**src/rtl/rhjms_pkg.sv**
```systemverilog
// Package: types, codes and reset values of the raster/home/jog motion sequencer.
`default_nettype none
package rhjms_pkg;

    typedef enum logic [2:0] {
        OP_TICK         = 3'd0,
        OP_START_RASTER = 3'd1,
        OP_START_HOME   = 3'd2,
        OP_START_JOG    = 3'd3,
        OP_STOP         = 3'd4,
        OP_STOP_JOG     = 3'd5
    } t_op;

    typedef enum logic [1:0] {
        MODE_IDLE   = 2'd0,
        MODE_RASTER = 2'd1,
        MODE_HOME   = 2'd2,
        MODE_JOG    = 2'd3
    } t_mode;

    typedef enum logic [1:0] {
        PH_X_FWD       = 2'd0,
        PH_Y_AFTER_FWD = 2'd1,
        PH_X_BWD       = 2'd2,
        PH_Y_AFTER_BWD = 2'd3
    } t_phase;

    typedef logic signed [10:0] t_drive;

    localparam logic [1:0] CFG_CUT_FEED   = 2'd0;
    localparam logic [1:0] CFG_HOME_FEED  = 2'd1;
    localparam logic [1:0] CFG_STEP_COUNT = 2'd2;

    localparam logic [9:0]  CUT_FEED_RST   = 10'd512;
    localparam logic [9:0]  HOME_FEED_RST  = 10'd1023;
    localparam logic [15:0] STEP_COUNT_RST = 16'd100;

endpackage
`default_nettype wire

```
**src/rtl/raster_home_jog_motion_sequencer_top.sv**
```systemverilog
// Two-axis raster/home/jog motion sequencer, single-pass top level.
// One result word per input word, one word per clock sustained while the output
// is not stalled. An accepted word sits in the input register until the output
// can advance; then the mode/phase/counter state and the result register update
// together from it. The block keeps accepting while a result waits on a stalled
// output; only a stalled output with a full input register raises o_in_stall.
// Configuration writes are always ready and registered directly; index 3 is ignored.
`default_nettype none
module raster_home_jog_motion_sequencer_top
    import rhjms_pkg::*;
(
    input  wire logic               i_clk,
    input  wire logic               i_rst_n,

    input  wire logic               i_cfg_valid,
    output logic                    o_cfg_ready,
    input  wire logic [1:0]         i_cfg_index,
    input  wire logic [15:0]        i_cfg_data,

    input  wire logic               i_in_valid,
    output logic                    o_in_stall,
    input  wire logic [2:0]         i_op,
    input  wire logic               i_x_start_hit,
    input  wire logic               i_x_end_hit,
    input  wire logic               i_y_start_hit,
    input  wire logic               i_y_end_hit,
    input  wire logic [7:0]         i_encoder_pulses,
    input  wire logic               i_joy_valid,
    input  wire logic signed [10:0] i_joy_x,
    input  wire logic signed [10:0] i_joy_y,

    output logic                    o_out_valid,
    input  wire logic               i_out_stall,
    output logic signed [10:0]      o_x_drive,
    output logic signed [10:0]      o_y_drive,
    output logic [1:0]              o_mode_now,
    output logic                    o_finished,
    output logic                    o_refused
);

    // joystick -1024 clamps to -1023
    function automatic t_drive sat_joy(input t_drive v);
        return (v == 11'sh400) ? 11'sh401 : v;
    endfunction

    // configuration
    logic [9:0]  r_cut_feed;
    logic [9:0]  r_home_feed;
    logic [15:0] r_step_count;

    // input register
    logic        r_in_valid;
    logic [2:0]  r_in_op;
    logic        r_in_xs, r_in_xe, r_in_ys, r_in_ye;
    logic [7:0]  r_in_pulses;
    logic        r_in_joy_valid;
    t_drive      r_in_joy_x, r_in_joy_y;

    // sequencer state
    t_mode       r_mode,     n_mode;
    t_phase      r_phase,    n_phase;
    logic [15:0] r_step_cnt, n_step_cnt;
    t_drive      r_x_hold,   n_x_hold;
    t_drive      r_y_hold,   n_y_hold;
    logic        n_finished, n_refused;

    // result register
    logic        r_out_valid;
    t_drive      r_out_x, r_out_y;
    logic [1:0]  r_out_mode;
    logic        r_out_finished, r_out_refused;

    logic        adv_out;
    logic        do_item;
    logic [16:0] cnt_sum;
    logic [15:0] cnt_sat;
    t_drive      jx, jy, cut_pos, cut_neg, trv_neg;

    assign adv_out     = !r_out_valid || !i_out_stall;
    assign do_item     = r_in_valid && adv_out;
    assign o_in_stall  = r_in_valid && !adv_out;
    assign o_cfg_ready = 1'b1;

    assign cnt_sum = {1'b0, r_step_cnt} + {9'd0, r_in_pulses};
    assign cnt_sat = cnt_sum[16] ? 16'hFFFF : cnt_sum[15:0];
    assign jx      = sat_joy(r_in_joy_x);
    assign jy      = sat_joy(r_in_joy_y);
    assign cut_pos = t_drive'({1'b0, r_cut_feed});
    assign cut_neg = -cut_pos;
    assign trv_neg = -t_drive'({1'b0, r_home_feed});

    always_comb begin
        n_mode     = r_mode;
        n_phase    = r_phase;
        n_step_cnt = r_step_cnt;
        n_x_hold   = r_x_hold;
        n_y_hold   = r_y_hold;
        n_finished = 1'b0;
        n_refused  = 1'b0;
        unique case (t_op'(r_in_op))
            OP_TICK: begin
                unique case (r_mode)
                    MODE_RASTER: begin
                        unique case (r_phase)
                            PH_X_FWD: begin
                                if (r_in_xe) begin
                                    n_x_hold   = '0;
                                    n_phase    = PH_Y_AFTER_FWD;
                                    n_step_cnt = '0;
                                    n_y_hold   = cut_pos;
                                end
                            end
                            PH_X_BWD: begin
                                if (r_in_xs) begin
                                    n_x_hold   = '0;
                                    n_phase    = PH_Y_AFTER_BWD;
                                    n_step_cnt = '0;
                                    n_y_hold   = cut_pos;
                                end
                            end
                            PH_Y_AFTER_FWD, PH_Y_AFTER_BWD: begin
                                // Y end limit wins over the step count
                                if (r_in_ye) begin
                                    n_x_hold   = '0;
                                    n_y_hold   = '0;
                                    n_mode     = MODE_IDLE;
                                    n_phase    = PH_X_FWD;
                                    n_finished = 1'b1;
                                end else begin
                                    n_step_cnt = cnt_sat;
                                    if (cnt_sat >= r_step_count) begin
                                        n_y_hold = '0;
                                        if (r_phase == PH_Y_AFTER_FWD) begin
                                            n_phase  = PH_X_BWD;
                                            n_x_hold = cut_neg;
                                        end else begin
                                            n_phase  = PH_X_FWD;
                                            n_x_hold = cut_pos;
                                        end
                                    end
                                end
                            end
                        endcase
                    end
                    MODE_HOME: begin
                        if (r_in_xs) n_x_hold = '0;
                        if (r_in_ys) n_y_hold = '0;
                        if (r_in_xs && r_in_ys) begin
                            n_mode     = MODE_IDLE;
                            n_finished = 1'b1;
                        end
                    end
                    MODE_JOG: begin
                        if (r_in_joy_valid) begin
                            if ((!jx[10] && jx != '0 && !r_in_xe) || (jx[10] && !r_in_xs))
                                n_x_hold = jx;
                            else
                                n_x_hold = '0;
                            if ((!jy[10] && jy != '0 && !r_in_ye) || (jy[10] && !r_in_ys))
                                n_y_hold = jy;
                            else
                                n_y_hold = '0;
                        end
                    end
                    MODE_IDLE: ;
                endcase
            end
            OP_START_RASTER: begin
                if (r_mode != MODE_IDLE) begin
                    n_refused = 1'b1;
                end else begin
                    n_mode     = MODE_RASTER;
                    n_phase    = PH_X_FWD;
                    n_step_cnt = '0;
                    n_x_hold   = cut_pos;
                    n_y_hold   = '0;
                end
            end
            OP_START_HOME: begin
                if (r_mode != MODE_IDLE) begin
                    n_refused = 1'b1;
                end else begin
                    n_mode   = MODE_HOME;
                    n_x_hold = trv_neg;
                    n_y_hold = trv_neg;
                end
            end
            OP_START_JOG: begin
                if (r_mode != MODE_IDLE) begin
                    n_refused = 1'b1;
                end else begin
                    n_mode   = MODE_JOG;
                    n_x_hold = '0;
                    n_y_hold = '0;
                end
            end
            OP_STOP: begin
                n_x_hold = '0;
                n_y_hold = '0;
                if (r_mode == MODE_RASTER || r_mode == MODE_HOME) begin
                    n_mode  = MODE_IDLE;
                    n_phase = PH_X_FWD;
                end
            end
            OP_STOP_JOG: begin
                n_x_hold = '0;
                n_y_hold = '0;
                if (r_mode == MODE_JOG) n_mode = MODE_IDLE;
            end
            default: ;
        endcase
    end

    // configuration registers
    always_ff @(posedge i_clk) begin
        if (!i_rst_n) begin
            r_cut_feed   <= CUT_FEED_RST;
            r_home_feed  <= HOME_FEED_RST;
            r_step_count <= STEP_COUNT_RST;
        end else if (i_cfg_valid) begin
            unique case (i_cfg_index)
                CFG_CUT_FEED:   r_cut_feed   <= i_cfg_data[9:0];
                CFG_HOME_FEED:  r_home_feed  <= i_cfg_data[9:0];
                CFG_STEP_COUNT: r_step_count <= i_cfg_data;
                default: ;
            endcase
        end
    end

    // input register
    always_ff @(posedge i_clk) begin
        if (!i_rst_n) begin
            r_in_valid <= 1'b0;
        end else if (!o_in_stall) begin
            r_in_valid <= i_in_valid;
        end
    end

    always_ff @(posedge i_clk) begin
        if (i_in_valid && !o_in_stall) begin
            r_in_op        <= i_op;
            r_in_xs        <= i_x_start_hit;
            r_in_xe        <= i_x_end_hit;
            r_in_ys        <= i_y_start_hit;
            r_in_ye        <= i_y_end_hit;
            r_in_pulses    <= i_encoder_pulses;
            r_in_joy_valid <= i_joy_valid;
            r_in_joy_x     <= i_joy_x;
            r_in_joy_y     <= i_joy_y;
        end
    end

    // sequencer state register
    always_ff @(posedge i_clk) begin
        if (!i_rst_n) begin
            r_mode     <= MODE_IDLE;
            r_phase    <= PH_X_FWD;
            r_step_cnt <= '0;
            r_x_hold   <= '0;
            r_y_hold   <= '0;
        end else if (do_item) begin
            r_mode     <= n_mode;
            r_phase    <= n_phase;
            r_step_cnt <= n_step_cnt;
            r_x_hold   <= n_x_hold;
            r_y_hold   <= n_y_hold;
        end
    end

    // result register
    always_ff @(posedge i_clk) begin
        if (!i_rst_n) begin
            r_out_valid <= 1'b0;
        end else if (adv_out) begin
            r_out_valid <= r_in_valid;
        end
    end

    always_ff @(posedge i_clk) begin
        if (do_item) begin
            r_out_x        <= n_x_hold;
            r_out_y        <= n_y_hold;
            r_out_mode     <= n_mode;
            r_out_finished <= n_finished;
            r_out_refused  <= n_refused;
        end
    end

    assign o_out_valid = r_out_valid;
    assign o_x_drive   = r_out_x;
    assign o_y_drive   = r_out_y;
    assign o_mode_now  = r_out_mode;
    assign o_finished  = r_out_finished;
    assign o_refused   = r_out_refused;

endmodule
`default_nettype wire

```
**config.mk**
```make
export PLATFORM = sky130hd
export DESIGN_NAME = raster_home_jog_motion_sequencer_top
export DESIGN_NICKNAME = d
export VERILOG_FILES = /design/src/rtl/rhjms_pkg.sv /design/src/rtl/raster_home_jog_motion_sequencer_top.sv
export SDC_FILE = /design/constraint.sdc
export NUM_CORES = 1
export LEC_CHECK = 0
export ABC_AREA = 1
export BUFFER_PORTS_ARGS = -buffer_cell sky130_fd_sc_hd__buf_2
export CORE_MARGIN = 2
export CORE_UTILIZATION = 54
export DETAILED_ROUTE_END_ITERATION = 16
export MAX_ROUTING_LAYER = met4
export PLACE_DENSITY = 0.8
export SETUP_SLACK_MARGIN = 0.4
export SLEW_MARGIN = 5
export SYNTH_ARGS = -nofsm -noshare
export SYNTH_HDL_FRONTEND = slang
export SYNTH_SLANG_ARGS = --single-unit
```
**constraint.sdc**
```tcl
create_clock -name i_clk -period 3.2 [get_ports i_clk]
set_input_delay 0.32 -clock i_clk [delete_from_list [all_inputs] [get_ports i_clk]]
set_output_delay 0.32 -clock i_clk [all_outputs]
set_load 0.02 [all_outputs]
```
After elaboration in Yosys (flattened, before gate mapping)
Cells that the tools add are included.
- add/subtract/negate cells: 3
- $lt $le $gt $ge: 1
- equal/unequal tests: 22
- mux-type cells: 60
- reductions and logical operators: 41
- operators by type and width (cell ; count):
    11-bit two-way mux ; 21
    11-bit one-hot mux with 3 select lines ; 4
    16-bit two-way mux ; 6
    11-bit one-hot mux with 5 select lines ; 1
    16-bit one-hot mux with 3 select lines ; 1
    11-bit one-hot mux with 4 select lines ; 1
    2-bit two-way mux ; 16
    16-bit one-hot mux with 2 select lines ; 1
    11-bit equality test, second input constant ; 2
    10-bit negator with 11-bit output ; 2
    11-bit nonzero test ; 2
    16-bit by 8-bit adder with 17-bit output ; 1
    16-bit greater-or-equal comparator ; 1
    2-bit one-hot mux with 3 select lines ; 2
    2-bit one-hot mux with 6 select lines ; 1
    2-bit equality test, second input constant ; 5
    1-bit logical AND ; 10
    1-bit zero test ; 10
    3-bit inequality test, second input constant ; 3
    8-bit AND reduction ; 1
    7-bit AND reduction ; 1
    2-bit by 1-bit equality test with 1-bit output, second input constant ; 3
    3-bit by 2-bit equality test with 1-bit output, second input constant ; 2
    3-bit equality test, second input constant ; 2
    other kinds (14) ; 28
- register bits: 144
- input port bits: 61
- output and inout bits: 29
- logic and storage cells: 151

Depth between registers and ports, before layout
Gate-level depths: netlist (run 1).
- word-level depth: 10
- mapped depth: 33
- depth with buffers taken out: 32

Worst setup path before layout (run 1)
Ideal clock, no wire load.
- path kind: reg-to-reg
- start point: register r_in_pulses[0]
- end point: register r_out_y[6] (netlist: o_y_drive[6]) (data pin)
- library setup time: 0.259 ns
- arrival time: 3.304 ns
- setup slack: -0.363 ns
- stages on the path, launching flop included: 29
- buffers on the path: 1
- path through: edfxtp_1 ha_1 fa_1 nand3_1 or2_1 nand3_1 nand2_1 nand2_2 nand3_2 nor2_2 nand2_1 inv_1 a21oi_1 o21ai_2 ha_1 nand2_1 inv_1 nand3_1 nor3_1 nand2_1 nand3_2 o21ai_1 buf_2 nand2_1 nand2_1 nand2_1 nand2_1 o21ai_0 inv_1
- word-level cells in the longest chain between the ends: 8
- ends and longest elaborated chain (element ; line ; text):
    start: declaration ; raster_home_jog_motion_sequencer_top.sv:55 ; logic [7:0] r_in_pulses;
    start signal: assignment ; raster_home_jog_motion_sequencer_top.sv:246 ; r_in_pulses <= i_encoder_pulses;
    16-bit by 8-bit adder with 17-bit output ; raster_home_jog_motion_sequencer_top.sv:84 ; assign cnt_sum = {1'b0, r_step_cnt} + {9'd0, r_in_pulses};
    16-bit two-way mux ; raster_home_jog_motion_sequencer_top.sv:85 ; assign cnt_sat = cnt_sum[16] ? 16'hFFFF : cnt_sum[15:0];
    16-bit greater-or-equal comparator ; raster_home_jog_motion_sequencer_top.sv:131 ; if (cnt_sat >= r_step_count) begin
    11-bit two-way mux ; raster_home_jog_motion_sequencer_top.sv:131 ;
    11-bit two-way mux ; raster_home_jog_motion_sequencer_top.sv:123 ; if (r_in_ye) begin
    11-bit one-hot mux with 3 select lines ; raster_home_jog_motion_sequencer_top.sv:104 ; unique case (r_phase)
    11-bit one-hot mux with 3 select lines ; raster_home_jog_motion_sequencer_top.sv:102 ; unique case (r_mode)
    11-bit one-hot mux with 4 select lines ; raster_home_jog_motion_sequencer_top.sv:100 ; unique case (t_op'(r_in_op))
    named net n_y_hold[6] ; raster_home_jog_motion_sequencer_top.sv:64 ; t_drive r_y_hold, n_y_hold;
    end signal: assignment ; raster_home_jog_motion_sequencer_top.sv:282 ; r_out_y <= n_y_hold;
    end: declaration ; raster_home_jog_motion_sequencer_top.sv:69 ; t_drive r_out_x, r_out_y;
The timed path passes the listed nets, and every way through them passes these cells.
A chain may end at the register's enable or synchronous reset.

Worst setup path in the final report (run 1)
- start point: register r_in_pulses[0]
- end point: register r_out_y[4] (netlist: o_y_drive[4]) (data pin)
Same word-level chain as after synthesis.

==> metrics.cfg, run 1 <==
[synth]
synth-xor-area-share = 0.00801
yosysTopAreaCellShare = 0.220
syn_area_per_cell_um2 = 7.09
yosysSeqAreaShare = 0.403
ys_ff_latch = 144
syn-cell-area_mm2 = 0.00875
yosys_warnings = 0
synthTopCellsByArea = edfxtp_1, dfxtp_1, nand2_1
synth_top_cells_by_count = nand2_1, a21oi_1, inv_1, o21ai_0, dfxtp_1
muxShareOfSynthArea = 0
synth_top_family_by_area = simple AND/OR/NAND/NOR gates
ys.flop_type = dfxtp_1
synth_compound_area_frac = 0.205
syn_inst = 1233
synth-simple-area-share = 0.247
synth_edf_count = 64
yosys.cell_count.top_type = nand2_1
ys_types = 43
yosys.area.top_type = edfxtp_1
synthAdderAreaFrac = 0.0481
synth_nets = 1327
synthArstFlopShare = 0

[power_and_ir_drop]
power_switching_mw = 1.47
p_comb_frac = 0.174
seqPwrFrac = 0.414
total_power_mw = 5.11
intPower_mw = 3.64
p_sw_frac = 0.287
pwr-share-clk = 0.412
powerDensity_mw_per_mm2 = 464
leakage_nw = 4.86
ir_drop_mv = 0.377

[global_routing]
grt.overflow.total = 0
antenna_found_initial = 0
grt.total_usage = 0.319
grt_pass1_vias = 8492
grt_pass1_wl_mm = 42.8
grt_max_degree = 60

[placement]
dp_hpwl_mm = 18.2
gp_congestion = 0.991
dp_cells = 1539
io_buffers = 88

[sta]
tns_ns = -26.93
tightestPinTransition_ns = 0.906
finalCritPeriodShare = 1.20
fin_ws_ns = -0.647
layout_min_cycle_time_ns = 3.85
hold_viol = 0
setup_violations = 46
slew_violations = 0
finClkSkew_ns = 0.00977
max_clock_freq_ghz = 0.260
rsz0062_at_grt = yes
relSlewSlack = 0.395

[cts]
cts_tree = done
worstSkewPairLatency_ns = 0.43
root_buffer = clkbuf_16
h-tree-depth = 4
cts_buffers = 17
cts.path.max_buffers = 2
clock_sinks = 144
hold_buffers = 0
path_clk_slew_ns = 0.06

[layout]
syn2layout_area_growth_pct = 26.0
layout.nets = 1463
fin_util = 0.694
final_layout_size_suffix_gt1_frac = 0.229
n_antenna_cell = 0
finalNonFillerCells = 1598

[run_status]
violations = setup timing
status = complete, but fails checks

[die]
io_pins = 90
rows = 46
die_h_um = 131
fp.dieW_um = 131
initial_core_util = 0.551
core-area_mm2 = 0.0159
die_area_mm2 = 0.0172

[drt]
drt_first_pass_iters = 6
vias = 9146
drtAntennaViolNets = 0
wl_mm = 27.4
first_iter_violations = 1175
wl_per_cell_um = 17.2
drcViolationCount = 0
via_per_inst = 5.72

[hold_path]
hp-class = input port to register

[worst_setup_path]
critPathMaxStageDelay_ns = 0.42
crit_fanout = 5
crit_required_ns = 3.38
critPathKind = register to register
worstSetupEndpointType = register
cpMaxStageDelayCell = edfxtp_1
crit_arrival_ns = 4.03
startpoint_type = register

[run]
drv_cap = 0

## power by group through the flow
stage / clock [mW] / combinational [mW] / sequential, mW
after floorplan: 0 / 0.502 / 2.15
after global placement: 0 / 0.760 / 2.14
after detailed placement: 0 / 0.773 / 2.14
after CTS: 2.11 / 0.812 / 2.11
after global routing: 2.21 / 0.976 / 2.12
final: 2.11 / 0.890 / 2.11
## cells by family after synthesis
family          count (synthesis)
other cells                     1
simple gates                  519
flops                         144
compound gates                331
fa+ha+maj                      33
xor+xnor                        8
buf+inv                       197
## state kept, by name (all words and copies together) (netlist names), 2 cells and up
name / flops
o_y_drive: 11
r_in_joy_y: 11
o_mode_now: 2
r_cut_feed: 10
r_y_hold: 11
r_phase: 2
r_step_cnt: 16
o_x_drive: 11
r_home_feed: 10
r_in_joy_x: 11
r_x_hold: 11
r_step_count: 16
r_mode: 2
r_in_op: 3
r_in_pulses: 8
## placed cells by master, fill, tap and decap left out, types with 11 or more instances in the layout
master,netlist,routed
a21oi_1,180,165
a21oi_2,1,13
buf_2,8,88
buf_4,3,68
clkbuf_16,0,18
dfxtp_1,80,80
edfxtp_1,64,64
ha_1,32,24
inv_1,138,132
inv_2,6,11
nand2_1,346,313
nand2_2,4,34
nand3_1,61,46
nand3_2,2,14
nand4_1,16,16
nor2_1,60,57
nor3_1,14,13
o211ai_1,13,13
o21ai_0,84,80
## layout make-up
cell class | instances | area [um^2]
Multi-Input combinational cell | 892 | 4930
Fill cell | 1266 | 4870
Sequential cell | 144 | 3520
Timing Repair Buffer | 168 | 1120
Inverter | 146 | 551
Clock buffer | 19 | 433
Tap cell | 216 | 270
Clock inverter | 13 | 185
## worst max-delay path, delay by kind of cell, from the launching register on
family	cells	cell delay (ns)
flops	1	0.42
buf+inv	4	0.39
simple gates	17	1.50
fa+ha+maj	3	0.86
compound gates	4	0.42
## through the flow
| step | area [um^2] | setup slack, ns | hold WS [ns] |
|---|---|---|---|
| after floorplan | 8830 | -0.191 | 0.419 |
| after global placement | 9710 | -0.495 | 0.455 |
| after detailed placement | 9710 | -0.643 | 0.460 |
| after CTS | 10600 | -0.401 | 0.0546 |
| after global routing | 11000 | -0.834 | 0.0490 |
| final | 11000 | -0.647 | 0.0645 |
## metal layers
metal,global-route usage,part of all wire
met5,-,0
met4,0.129,0.039
met3,0.0845,0.11
met2,0.484,0.45
met1,0.409,0.40
## final timing paths
check	startpoint	endpoint	slack, ns	depth (start not counted)
setup reg to reg	r_in_pulses[0]$_DFFE_PP_	o_y_drive[4]$_DFFE_PP_	-0.65	28
setup / recovery	r_in_pulses[0]$_DFFE_PP_	o_y_drive[4]$_DFFE_PP_	-0.65	28
hold / removal	i_encoder_pulses[7]	r_in_pulses[7]$_DFFE_PP_	0.06	1
hold reg to reg	r_step_cnt[7]$_SDFFE_PN0P_	r_step_cnt[7]$_SDFFE_PN0P_	0.47	2
## repair_timing
item | 4_1_cts | 5_1_grt
gates cloned | 0 | 1
gates resized for setup | 46 | 61
buffers inserted | 15 | 11
endpoints found under the setup margin | 46 | 47
pin swaps | 27 | 17
Power figures use the tool's default switching activity.
==> run 2, diff against run 1 <==
--- a/config.mk
+++ b/config.mk
@@ -5,11 +5,11 @@
 export SDC_FILE = /design/constraint.sdc
 export NUM_CORES = 1
 export LEC_CHECK = 0
-export ABC_AREA = 1
 export BUFFER_PORTS_ARGS = -buffer_cell sky130_fd_sc_hd__buf_2
 export CORE_MARGIN = 2
 export CORE_UTILIZATION = 54
 export DETAILED_ROUTE_END_ITERATION = 16
+export HOLD_SLACK_MARGIN = 0.06
 export MAX_ROUTING_LAYER = met4
 export PLACE_DENSITY = 0.8
 export SETUP_SLACK_MARGIN = 0.4
==> run 2 against run 1 <==
  * Largest cell class unchanged
  * The run still ends with setup timing left
  * Wire length increased by 8.5%
  * Sequential cell count stayed put
  * Critical path type unchanged
  * Non-clock buffer count rose by 56
  * Clock-buffer cell count decreased by 2
==> metrics.cfg, run 2 <==
[run_status]
status = complete, but fails checks
violations = setup timing

[global_routing]
antenna_found_initial = 0
groute.layer.met1.usage = 0.484
grt_pass1_vias = 8285
grt_pass1_wl_mm = 44.9
grt.total_usage = 0.370
grt.overflow.total = 0
busiest_layer = met2
grtUsageMet3 = 0.0918
grt_max_degree = 44
grt_use_met2 = 0.553

[placement]
pre_cts_ws_ns = -1.05
dp_hpwl_mm = 19.6
io_buffers = 88
gp_congestion = 1.08

[cts]
root_buffer = clkbuf_16
cts_tree = done
h-tree-depth = 4
clock_sinks = 144
cts_buffers = 17
cts.path.max_buffers = 2
path_clk_slew_ns = 0.07
worstSkewPairLatency_ns = 0.44

[synth]
yosys.cell_count.top_type = nand2_1
ys_types = 77
syn_area_per_cell_um2 = 8.55
synth_nets = 1069
synth_edf_count = 64
synthTopCellsByArea = edfxtp_1, dfxtp_1, a21oi_1
synth_top_cells_by_count = nand2_1, a21oi_1, nor2_1, dfxtp_1, o21ai_0
yosys.area.top_type = edfxtp_1
syn_inst = 975
yosysSeqAreaShare = 0.423
yosysTopAreaCellShare = 0.231
ys.flop_type = dfxtp_1
ys_ff_latch = 144
syn-cell-area_mm2 = 0.00834
yosys_warnings = 0
synthArstFlopShare = 0

[die]
fp.dieW_um = 128
io_pins = 90
rows = 45
die_area_mm2 = 0.0164
initial_core_util = 0.550
core-area_mm2 = 0.0151
die_h_um = 128

[drt]
wl_mm = 29.7
drt_first_pass_iters = 5
drtAntennaViolNets = 0
vias = 8787
first_iter_violations = 1127
via_per_inst = 6.45
drcViolationCount = 0
wl_per_cell_um = 21.8

[sta]
slew_violations = 0
fin_ws_ns = -1.13
layout_min_cycle_time_ns = 4.33
tightestPinTransition_ns = 1.07
relSlewSlack = 0.287
finClkSkew_ns = 0.0120
finalCritPeriodShare = 1.35
hold_viol = 0
setup_violations = 46
rsz0062_at_grt = yes
max_clock_freq_ghz = 0.231

[worst_setup_path]
cpMaxStageDelayCell = edfxtp_1
cp_common_cell = o21ai_1
critPathKind = register to register
crit_required_ns = 3.38
critPathMaxStageDelay_ns = 0.38
worstSetupEndpointType = register
crit_arrival_ns = 4.51
crit_fanout = 5
startpoint_type = register
path_cells = ha_2 -> fa_2 -> a21o_1 -> a21oi_2 -> o21ai_1 -> o211ai_1 -> a21o_1 -> buf_6 -> nor2_2 -> mux2_4 -> ha_4 -> nand2_2 -> o21a_1 -> a211o_1 -> buf_4 -> o21a_4 -> buf_4 -> buf_6 -> nand3_1 -> o21ai_2 -> o21ai_1 -> o21ai_1

[layout]
final_layout_size_suffix_gt1_frac = 0.256
syn2layout_area_growth_pct = 31.4
layout.nets = 1255
final_common_cell = nand2_1
fillers = 1115
final_cell_mix = nand2_1, nor2_1, buf_4, buf_2, a21oi_1
n_antenna_cell = 0
reg.largest.list = r_step_cnt x16, r_step_count x16

[power_and_ir_drop]
powerDensity_mw_per_mm2 = 456
leakage_nw = 4.34
total_power_mw = 5.00
ir_drop_mv = 0.403

[hold_path]
hp-class = input port to register

[run]
drv_cap = 0

## run 2: changes by cell type in the layout (fill, tap and decap cells not counted), sizes merged, moves of 10 or more
cell / previous run / this run
a21oi: 181 / 104
buf: 167 / 188
dlygate4sd3: 0 / 36
inv: 146 / 51
mux2i: 0 / 10
nand2: 350 / 113
nand2b: 0 / 12
nand3: 63 / 34
nand4: 16 / 3
nor2: 65 / 100
nor2b: 0 / 10
o21ai: 100 / 71
## run 2: timing repair
| item | in CTS | in global routing |
|---|---|---|
| pin swaps | 17 | 12 |
| buffers inserted | 17 | 5 |
| gates cloned | 0 | 0 |
| gates resized for setup | 48 | 25 |
| endpoints found under the setup margin | 46 | 46 |
| endpoints found under the hold margin | 31 | 5 |
| hold buffers | 31 | 5 |
## run 2: layout make-up
| cell class | count | area (um^2) | share of cell area |
|---|---|---|---|
| multi-input cells | 730 | 4820 | 0.441 |
| flip-flops and latches | 144 | 3520 | 0.322 |
| repair buffers | 224 | 1600 | 0.146 |
| clock buffers | 17 | 425 | 0.0389 |
| well taps | 188 | 235 | 0.0215 |
| clock inverters | 15 | 178 | 0.0162 |
| inverters | 44 | 165 | 0.0151 |
## run 2: logic make-up after synthesis
family	share of synthesized area
xor gates and xnor gates	0.0231
and+or+nand+nor	0.176
other	0.000450
adders and majority gates	0.0504
AOI/OAI and AO/OA	0.261
DFF	0.423
muxes	0.0188
buffers and inverters	0.0476
## run 2: final timing paths
| path | from | endpoint | slack (ns) | depth (start not counted) |
|---|---|---|---|---|
| max | r_in_pulses[0]$_DFFE_PP_ | o_x_drive[8]$_DFFE_PP_ | -1.13 | 22 |
| min | i_joy_x[5] | r_in_joy_x[5]$_DFFE_PP_ | 0.07 | 1 |
| max reg2reg | r_in_pulses[0]$_DFFE_PP_ | o_x_drive[8]$_DFFE_PP_ | -1.13 | 22 |
| min reg2reg | r_step_count[15]$_SDFFE_PN0P_ | r_step_count[15]$_SDFFE_PN0P_ | 0.45 | 2 |
## run 2: per-layer routing
metal / routed length [um] / part of all wire / vias up
met3: 3230 / 0.11 / 106
met4: 1100 / 0.037 / 0
met5: 0 / 0 / -
met1: 12000 / 0.40 / 4145
li1: - / - / 3960
met2: 13400 / 0.45 / 576
## run 2: report_power, final
part | total [mW] | switching (mW) | internal, mW
Combinational | 0.831 | 0.503 | 0.328
Sequential | 2.10 | 0.0839 | 2.01
Clock | 2.07 | 0.889 | 1.18
## run 2: critical path, delay by kind of cell (launching register included)
| kind | cells | cell delay, ns |
|---|---|---|
| adders and majority gates | 3 | 0.84 |
| AOI/OAI and AO/OA | 11 | 1.83 |
| and+or+nand+nor | 3 | 0.18 |
| DFF | 1 | 0.38 |
| muxes | 1 | 0.31 |
| buffers and inverters | 4 | 0.53 |
## run 2: through the flow
step / instance area (um^2) / hold WS [ns] / setup TNS [ns] / std cells / util
final: 10900 / 0.0719 / -45.01 / 1362 / 0.723
after global routing: 10900 / 0.0675 / -52.20 / 1362 / 0.723
after CTS: 10700 / 0.0601 / -37.63 / 1352 / 0.709
after detailed placement: 9440 / 0.448 / -40.31 / 1272 / 0.623
after global placement: 9440 / 0.443 / -34.30 / 1272 / 0.623
after floorplan: 8380 / 0.419 / -23.71 / 975 / -
==> run 3, diff against run 2 <==
--- a/config.mk
+++ b/config.mk
@@ -5,6 +5,7 @@
 export SDC_FILE = /design/constraint.sdc
 export NUM_CORES = 1
 export LEC_CHECK = 0
+export ABC_AREA = 1
 export BUFFER_PORTS_ARGS = -buffer_cell sky130_fd_sc_hd__buf_2
 export CORE_MARGIN = 2
 export CORE_UTILIZATION = 54
==> run 3 against run 2 <==
  * The run still ends with setup timing left
  * Clock-buffer cell count grew 2
  * Worst setup slack improved by 0.61 ns
  * Cell area hardly changed
  * Global-route usage down 4.8 points
  * Clock skew is 0.0034 ns lower
  * Register-to-register slack gained 0.61 ns
  * Combinational power rose by 5.2%
  * Clock power about the same
  * Cell count increased by 18%
  * Sequential power about the same
  * Critical path depth up 6
==> metrics.cfg, run 3 (synthesis gave the netlist of run 1 again) <==
[die]
die_area_mm2 = 0.0172
initial_core_util = 0.551
io_pins = 90
core-area_mm2 = 0.0159
rows = 46
die_h_um = 131
fp.dieW_um = 131

[run_status]
violations = setup timing
status = complete, but fails checks

[layout]
syn2layout_area_growth_pct = 25.2
final_cell_mix = nand2_1, a21oi_1, inv_1, buf_2
fin_area_mm2 = 0.0110
finalNonFillerCells = 1609
layout.nets = 1474
final_common_cell = nand2_1
final_layout_size_suffix_gt1_frac = 0.200
fin_util = 0.689
n_antenna_cell = 0
reg.largest.list = r_step_cnt x16, r_step_count x16

[placement]
io_buffers = 88
gp_congestion = 0.991
pre_cts_ws_ns = -0.643
dp_hpwl_mm = 18.2
dp_cells = 1539
dpl-instance-area_mm2 = 0.00971

[sta]
finClkSkew_ns = 0.00861
fin_ws_ns = -0.524
tightestPinTransition_ns = 0.921
slew_violations = 0
setup_violations = 46
layout_min_cycle_time_ns = 3.72
max_clock_freq_ghz = 0.269
hold_viol = 0
finalCritPeriodShare = 1.16
hold_slack_ns = 0.0675
rsz0062_at_grt = yes
tns_ns = -21.59
relSlewSlack = 0.386

[worst_setup_path]
critPathKind = register to register
rr_worst_depth = 28
startpoint_type = register
crit_fanout = 7
worstSetupEndpointType = register
critPathMaxStageDelay_ns = 0.42
cpMaxStageDelayCell = edfxtp_1
crit_required_ns = 3.36
crit_arrival_ns = 3.88
cp_common_cell = nand2_1

[cts]
cts.path.max_buffers = 2
root_buffer = clkbuf_16
clock_sinks = 144
worstSkewPairLatency_ns = 0.43
path_clk_slew_ns = 0.06
h-tree-depth = 4
cts_tree = done
cts_buffers = 17

[drt]
drt_first_pass_iters = 7
via_per_inst = 5.66
vias = 9101
wl_per_cell_um = 16.8
wl_mm = 27.0
first_iter_violations = 1085
drtAntennaViolNets = 0
drcViolationCount = 0

[power_and_ir_drop]
ir_drop_mv = 0.376
intPower_mw = 3.64
p_sw_frac = 0.285
powerDensity_mw_per_mm2 = 465
total_power_mw = 5.09
power_switching_mw = 1.45
p_comb_frac = 0.172
pwr-share-clk = 0.413
leakage_nw = 4.86
seqPwrFrac = 0.415

[global_routing]
grt_pass1_wl_mm = 43.3
grt.overflow.total = 0
antenna_found_initial = 0
grt.total_usage = 0.322
grt_pass1_vias = 8613
grt_max_degree = 60

[hold_path]
hp-class = input port to register
hold_path_depth = 1

[run]
drv_cap = 0

==> run 3: cell types whose count changed in the layout (fill, tap and decap cells not counted), moves of 10 or more <==
cell,delta
nand2_1,+215
o21ai_0,+30
buf_4,-26
a21oi_1,+82
nand4_1,+13
dlygate4sd3_1,-18
nand2b_1,-10
nand3_1,+16
inv_1,+91
nor2_1,-38
nand3_2,+10
nand2_2,+19
==> run 3: critical path: cells and delay by family (launching register included) <==
family / cells / cell delay (ns)
and+or+nand+nor: 22 / 1.86
adders and majority gates: 3 / 0.80
DFF: 1 / 0.42
buffers and inverters: 2 / 0.23
AOI/OAI and AO/OA: 1 / 0.12
==> run 3: final cells by class <==
cell class	count	area, um^2
Clock inverter	13	185
Sequential cell	144	3520
Fill cell	1279	4930
Multi-Input combinational cell	892	4780
Timing Repair Buffer	179	1210
Tap cell	216	270
Clock buffer	19	433
Inverter	146	548
==> run 3: timing repair <==
| item | 4_1_cts | 5_1_grt |
|---|---|---|
| gates resized for setup | 46 | 20 |
| pin swaps | 27 | 10 |
| hold buffers | 12 | 6 |
| endpoints found under the hold margin | 12 | 6 |
| gates cloned | 0 | 0 |
| setup buffers | 15 | 5 |
| setup endpoints to repair | 46 | 46 |
==> run 3: path summary, 6_finish.rpt <==
check                                           startpoint                          to  slack [ns]
worst min-delay path                            i_joy_y[7]     r_in_joy_y[7]$_DFFE_PP_        0.07
worst min register to register  r_step_cnt[7]$_SDFFE_PN0P_  r_step_cnt[7]$_SDFFE_PN0P_        0.47
worst max register to register    r_in_pulses[0]$_DFFE_PP_      o_x_drive[9]$_DFFE_PP_       -0.52
worst max-delay path              r_in_pulses[0]$_DFFE_PP_      o_x_drive[9]$_DFFE_PP_       -0.52
==> run 3: power groups by stage <==
stage	clock network, mW	registers (mW)	logic [mW]
global route	2.21	2.12	0.961
finish	2.10	2.11	0.874
global placement	0	2.14	0.760
CTS	2.11	2.11	0.823
detailed placement	0	2.14	0.773
floorplan	0	2.15	0.502
==> run 3: layer usage <==
layer,track usage,vias up,wire (um),part of all wire
li1,-,4440,-,-
met1,0.407,4093,10900,0.41
met2,0.494,486,12300,0.46
met3,0.0845,82,2830,0.10
met4,0.129,0,934,0.035
met5,-,-,0,0
